--- src/design/refraction_direction_macros.svh ---
// assertion macros for the refraction direction block
`ifndef REFRACTION_DIRECTION_MACROS_SVH
`define REFRACTION_DIRECTION_MACROS_SVH
`ifndef SYNTHESIS
`define RFD_ASSERT(lbl, prop, msg) \
    lbl: assert property (@(posedge clk) disable iff (!rst_n) prop) else $error(msg);
`define RFD_ASSERT_RST(lbl, prop, msg) \
    lbl: assert property (@(posedge clk) prop) else $error(msg);
`else
`define RFD_ASSERT(lbl, prop, msg)
`define RFD_ASSERT_RST(lbl, prop, msg)
`endif
`endif

--- src/design/rfd_pkg.sv ---
// shared widths, constants and sideband type for the refraction direction block
`default_nettype none
package rfd_pkg;
    localparam int IN_W = 16;
    localparam int OUT_W = 20;
    localparam int PERP_W = 25;
    localparam int SQ_IN_W = 52;
    localparam int SQ_OUT_W = SQ_IN_W / 2;
    localparam int SQ_REM_W = SQ_OUT_W + 3;
    localparam logic signed [19:0] Q14_ONE = 20'sd16384;
    localparam logic signed [30:0] OUT_MAX = 31'sd524287;
    localparam logic signed [30:0] OUT_MIN = -31'sd524288;

    typedef struct packed {
        logic [2:0][PERP_W-1:0] perp;
        logic [2:0][IN_W-1:0]   nrm;
    } rfd_side_t;
endpackage
`default_nettype wire

--- src/design/rfd_sqrt.sv ---
// pipelined integer square root, one result bit per stage, with sideband
`default_nettype none
module rfd_sqrt
    import rfd_pkg::*;
(
    input  wire logic                clk,
    input  wire logic                rst_n,
    input  wire logic                en,
    input  wire logic                in_valid,
    input  wire logic [SQ_IN_W-1:0]  radicand,
    input  wire rfd_side_t           in_side,
    output logic                     out_valid,
    output logic [SQ_OUT_W-1:0]      root,
    output rfd_side_t                out_side
);
    logic                vld_reg  [SQ_OUT_W+1];
    logic [SQ_REM_W-1:0] rem_reg  [SQ_OUT_W+1];
    logic [SQ_OUT_W-1:0] root_reg [SQ_OUT_W+1];
    logic [SQ_IN_W-1:0]  rad_reg  [SQ_OUT_W+1];
    rfd_side_t           side_reg [SQ_OUT_W+1];

    always_comb
    begin
        vld_reg[0]  = in_valid;
        rem_reg[0]  = '0;
        root_reg[0] = '0;
        rad_reg[0]  = radicand;
        side_reg[0] = in_side;
    end

    for (genvar i = 0; i < SQ_OUT_W; i++)
    begin : g_stage
        logic [SQ_REM_W-1:0] shifted;
        logic [SQ_REM_W-1:0] trial;
        logic [SQ_REM_W-1:0] rem_next;
        logic [SQ_OUT_W-1:0] root_next;

        always_comb
        begin
            shifted = {rem_reg[i][SQ_REM_W-3:0], rad_reg[i][SQ_IN_W-1 -: 2]};
            trial   = {1'b0, root_reg[i], 2'b01};
            if (shifted >= trial)
            begin
                rem_next  = shifted - trial;
                root_next = {root_reg[i][SQ_OUT_W-2:0], 1'b1};
            end
            else
            begin
                rem_next  = shifted;
                root_next = {root_reg[i][SQ_OUT_W-2:0], 1'b0};
            end
        end

        always_ff @(posedge clk or negedge rst_n)
        begin
            if (!rst_n)
            begin
                vld_reg[i+1] <= 1'b0;
            end
            else if (en)
            begin
                vld_reg[i+1] <= vld_reg[i];
            end
        end

        always_ff @(posedge clk)
        begin
            if (en)
            begin
                rem_reg[i+1]  <= rem_next;
                root_reg[i+1] <= root_next;
                rad_reg[i+1]  <= {rad_reg[i][SQ_IN_W-3:0], 2'b00};
                side_reg[i+1] <= side_reg[i];
            end
        end
    end

    assign out_valid = vld_reg[SQ_OUT_W];
    assign root      = root_reg[SQ_OUT_W];
    assign out_side  = side_reg[SQ_OUT_W];
endmodule
`default_nettype wire

--- config.mk ---
export PLATFORM = sky130hd
export DESIGN_NAME = rfd_sqrt
export DESIGN_NICKNAME = d
export VERILOG_FILES = /design/src/design/refraction_direction_macros.svh /design/src/design/rfd_pkg.sv /design/src/design/rfd_sqrt.sv
export SDC_FILE = /design/constraint.sdc
export NUM_CORES = 2
export LEC_CHECK = 0
export ABC_CLOCK_PERIOD_IN_PS = 4200
export BUFFER_PORTS_ARGS = -buffer_cell sky130_fd_sc_hd__buf_2
export CAP_MARGIN = 20
export CORE_ASPECT_RATIO = 1.2
export CORE_MARGIN = 3
export CORE_UTILIZATION = 54
export CTS_CLUSTER_SIZE = 10
export DETAILED_ROUTE_END_ITERATION = 12
export GPL_ROUTABILITY_DRIVEN = 0
export PLACE_DENSITY_LB_ADDON = 0.2
export SYNTH_ARGS = -nofsm -noshare
export SYNTH_HDL_FRONTEND = slang
export SYNTH_SLANG_ARGS = --single-unit
--- constraint.sdc ---
create_clock -name clk -period 4.2 [get_ports clk]
set_input_delay 1.26 -clock clk [delete_from_list [all_inputs] [get_ports clk]]
set_output_delay 1.26 -clock clk [all_outputs]
set_load 0.02 [all_outputs]
## Word level (Yosys, flattened, before mapping)

Index checks and enable logic that the tools add are counted.

| word-level totals | value |
|---|---|
| register bits | 4876 |
| input bits | 179 |
| output and inout port bits | 150 |
| word-level logic and storage cells | 361 |

| cells by class | value |
|---|---|
| multiplexer cells | 51 |
| add/sub/neg operators | 25 |
| $lt $le $gt $ge | 26 |

Operators with widths:

| operator | count |
|---|---|
| $mux W27 | 24 |
| $ge A29 B10 Y1 | 1 |
| $ge A29 B11 Y1 | 1 |
| $ge A29 B12 Y1 | 1 |
| $ge A29 B13 Y1 | 1 |
| $ge A29 B14 Y1 | 1 |
| $ge A29 B15 Y1 | 1 |
| $ge A29 B16 Y1 | 1 |
| $ge A29 B17 Y1 | 1 |
| $ge A29 B18 Y1 | 1 |
| $ge A29 B19 Y1 | 1 |
| $ge A29 B20 Y1 | 1 |
| $ge A29 B21 Y1 | 1 |
| $ge A29 B22 Y1 | 1 |
| $ge A29 B23 Y1 | 1 |
| $ge A29 B24 Y1 | 1 |
| $ge A29 B25 Y1 | 1 |
| $ge A29 B26 Y1 | 1 |
| $ge A29 B27 Y1 | 1 |
| $ge A29 B3 Y1 | 1 |
| $ge A29 B4 Y1 | 1 |
| $ge A29 B5 Y1 | 1 |
| $ge A29 B6 Y1 | 1 |
| $ge A29 B7 Y1 | 1 |
| other kinds (30) | 55 |

## Depth between registers and ports, before layout

| logic depth | value |
|---|---|
| depth after elaboration | 2 |
| depth in mapped cells | 13 |
| mapped depth without buffers | 12 |

## Worst setup path after synthesis

OpenSTA, ideal clock, no wires.

| path | value |
|---|---|
| kind | register to register |
| start | reg rem_reg (netlist bit g_stage[4].shifted[15]) |
| end | reg rem_reg (netlist bit g_stage[5].shifted[28]) (data pin) |
| buffers on the path | 1 |
| cell stages (with the launch flop) | 12 |
| path slack | 0.910 ns |
| data arrival time | 3.019 ns |
| path through | edfxtp_1 or4_4 or3_4 or4_1 or3_4 nor4_1 o211a_1 buf_6 inv_6 nand3_4 nor4_1 xor2_1 |

| between the ends | value |
|---|---|
| word-level cells in the longest chain between the ends | 2 |
| elaborated cells between the ends (all ways) | 3 |

RTL lines:

| item | RTL line | source |
|---|---|---|
| from (decl) | rfd_sqrt.sv:17 | `logic [SQ_REM_W-1:0] rem_reg [SQ_OUT_W+1];` |
| from (signal, indexed assignment) | rfd_sqrt.sv:70 | `rem_reg[i+1] <= rem_next;` |
| $sub A27 B6 Y27 / $ge A29 B6 Y1 (equally long branches) | rfd_sqrt.sv:44, rfd_sqrt.sv:42 |  |
| $mux W27 (*) | rfd_sqrt.sv:42 | `if (shifted >= trial)` |
| net g_stage[4].rem_next[26] | rfd_sqrt.sv:35 | `logic [SQ_REM_W-1:0] rem_next;` |

The timed path passes the listed nets; every way through them passes the cells marked *.
A chain may end at the register's enable or synchronous reset.

## Worst setup path after layout

| path | value |
|---|---|
| start | reg root_reg (netlist bit g_stage[17].trial[2]) |
| end | reg rem_reg (netlist bit g_stage[18].shifted[26]) (data pin) |

| between the ends | value |
|---|---|
| word-level cells in the longest chain between the ends | 2 |
| elaborated cells between the ends (all ways) | 3 |

RTL lines:

| item | RTL line | source |
|---|---|---|
| from (decl) | rfd_sqrt.sv:18 | `logic [SQ_OUT_W-1:0] root_reg [SQ_OUT_W+1];` |
| from (signal, indexed assignment) | rfd_sqrt.sv:71 | `root_reg[i+1] <= root_next;` |
| $sub A27 B19 Y27 / $ge A29 B19 Y1 (equally long branches) | rfd_sqrt.sv:44, rfd_sqrt.sv:42 |  |
| $mux W27 (*) | rfd_sqrt.sv:42 |  |
| net g_stage[17].rem_next[24] | rfd_sqrt.sv:35 |  |

Marked as above.

==> impl_results.md <==
- GRT overflow: 0
- Max Cap Viol: 0
- Total track usage: 16.2%
- Final TNS setup: 0 ps
- Worst Hold Class: input pin to async pin
- Status: completed
- Final Skew: 46.9 ps
- Num rows: 227
- First-pass GRT wire length: 424000 microns
- Fin util: 61.7%
- Crit path DAT: 4540 ps
- Initial core utilization: 54.4%
- Peak supply drop: 0.451 mV
- Clock H-tree levels: 6
- Leak: 70.9 nW
- Hold buffers post-CTS: 0
- Share of synthesized registers carrying an async set or reset: 0.535%
- DR WL/cell: 18.7 microns
- Post-CTS Setup Inserts: 0
- Most common cell on crit path: a21oi_1
- Antenna violations before repair: 11
- Drc violations: 0
- Setup violators final: 0
- Critical Path RT: 4900 ps
- Crit. Startpoint: g_stage[17].trial[2]
- Fillers: 22042
- Top Family by Delay on Critical Path: compound AO/OA/AOI/OAI gates
- Via Count: 77472
- Top_reg_cell synth: edfxtp_1
- PostCTS Resize Cnt: 0
- Die Y-Extent: 627 microns
- Worst Path Max Fanout: 4
- TritonCTS clock tree: built
- Cells along the critical path: inv_1 > ha_1 > nor2b_1 > o31ai_1 > a21oi_1 > a21oi_1 > o21ai_0 > o41ai_1 > buf_4 > o211ai_1 > nor3_1 > xor2_1
- Ports: 329
- CP Class: register to register
- Clk sink count: 4863
- Mapped Area: 0.174 sq mm
- Share of cells above drive strength 1: 12.9%
- Vias in the first global route: 80268
- Die ar.: 0.329 sq mm
- Critical-path cell with the highest stage delay: o31ai_1
- Largest net degree at the start of global routing: 172
- Antenna-violating nets left: 0
- Sequential-to-total area share from yosys stat: 84.0%
- DR iter-0 viols: 5499
- Critical path startpoint category: register
- Final Hold Fails: 0
- RSZ-0062 raised after global routing: false
- Synth unique cells: 86
- Syn avg cell area: 18.9 sq um
- DP Wirelength: 172000 microns
- Synth warnings: 0
- Buf/Inv on CP: 2
- Root buffer cell: clkbuf_16
- Pre-Repair DR Iteration Count: 8
- R2r startpoint: g_stage[17].trial[2]
- Max reg flops: 3075
- Crit share post-route: 91.6%
- Core area: 0.320 sq mm
- Final #Nets: 10607
- Slew headroom: 30.2%
- Slew Limit Fails: 0
- Measured slew at the worst slew-check pin: 1040 ps
- Register clock-pin slew on the reported worst setup and hold paths: 50 ps
- Area growth syn-to-layout: 13.6%
- CTS Buf Count: 562
- Synth Net Count: 9732
- Worst stage delay on the critical path: 770 ps
- Synth Register Bits: 4863
- Die W: 524 microns
- Port Buffers: 328
- CP endpoint kind: register
- Clock latency at the later pin of the worst-skew pair: 980 ps
- Number of flops mapped to enable cells by yosys: 4837
- Maximum clock path buffer count: 4
- Synthesized instance count: 9174
- Drt via density: 5.38
- PD cells: 564 mW/mm^2
- Crit path time final: 3850 ps
- Max Freq: 260 MHz
- Drt total wl: 269000 microns
## report_power, final
part	total (W)	switching (W)	internal (W)	leakage, nW
logic	0.00984	0.00588	0.00395	16.1
clock network	0.0415	0.0173	0.0242	7.49
registers	0.0600	0.00181	0.0582	47.3
## placed cells by master, fill, tap and decap left out, types with 40 or more instances in the layout
cell       netlist  final
or3_1           46     46
mux2_2          86     86
nand4_1         62     62
nor2_1         370    370
o21bai_1        41     41
o21a_1          65     65
inv_1          478    478
nand2_1        388    388
buf_4          123    139
buf_12           0     74
xnor2_1        282    282
nor4_1          68     68
and3_1          42     42
nand2b_1        73     73
nand3_1         83     83
a21o_1         142    142
buf_2            6    327
edfxtp_1      4837   4837
xor2_1         239    239
a21oi_1        338    337
ha_1           379    379
clkbuf_16        0    567
nor2b_1         54     54
nor3_1         135    135
or4_1           40     40
o21ai_0        303    303
## per-stage QoR
step	total power [W]	setup slack [ps]	cell area, sq um	instances	hold slack, ps
floorplan	0.0667	910	174000	9174	400
global placement	0.0700	632	182000	13720	400
detailed placement	0.0706	540	182000	13720	405
CTS	0.113	534	197000	14394	180
global route	0.116	228	197000	14400	231
finish	0.111	353	197000	14403	293
## cell type report
class	instances	area (sq um)	share of cell area (%)
timing repair buffer	541	4170	2.12
clock buffer	601	14300	7.26
clock inverter	73	998	0.506
multi-input combinational	3601	24800	12.6
antenna	8	20.0	0.0101
sequential	4863	146000	73.9
tap	4236	5300	2.69
inverter	480	1810	0.916
## synthesized netlist by cell type (all sizes together), types with 19 or more instances
library cell	count	area share (%)
a31oi	35	0.13
o21ai	307	0.88
or3	48	0.18
dfrtp	26	0.37
buf	136	0.57
xnor2	282	1.4
ha	379	2.7
xor2	239	1.2
o31ai	32	0.14
clkbuf	94	0.20
nand2	388	0.84
nor4	69	0.25
inv	480	1.0
nand2b	73	0.26
a21o	142	0.61
or4	41	0.18
nor2b	54	0.19
o21a	65	0.28
a211oi	22	0.095
mux2	87	0.56
nor3	137	0.40
o211ai	19	0.082
a21oi	338	0.97
o21bai	41	0.18
and3	42	0.15
nor2	370	0.80
edfxtp	4837	84
nand4	62	0.22
nand3	84	0.25
## metal layers
metal,global-route usage [%],wire length [microns],vias up
met5,0,14,-
met4,9.49,16000,4
met3,2.88,11900,865
met2,28.6,139000,2103
met1,18.6,102000,37933
li1,-,-,36567
## cells by family (layout without fill, tap and decap cells)
family	count (synthesis)	in the layout	share of synthesized area, %
AO/OA/AOI/OAI	1149	1149	4.12
XOR/XNOR	521	521	2.63
adder cells (fa/ha/maj)	379	379	2.73
buffers and inverters	710	1695	1.81
flip-flops	4863	4863	84.0
multiplexers	103	103	0.656
other	1	9	0.00216
AND/OR/NAND/NOR	1448	1448	4.09
## final timing paths
check,endpoint,slack (ps),depth (start not counted)
max,g_stage[18].shifted[26],350,12
min reg2reg,rad_reg[152],390,0
max reg2reg,g_stage[18].shifted[26],350,12
min,vld_reg[3],290,1
min in group clk,rad_reg[152],390,0
max in group asynchronous,vld_reg[9],3530,1
Note: power is estimated with default switching activity, not from simulation.
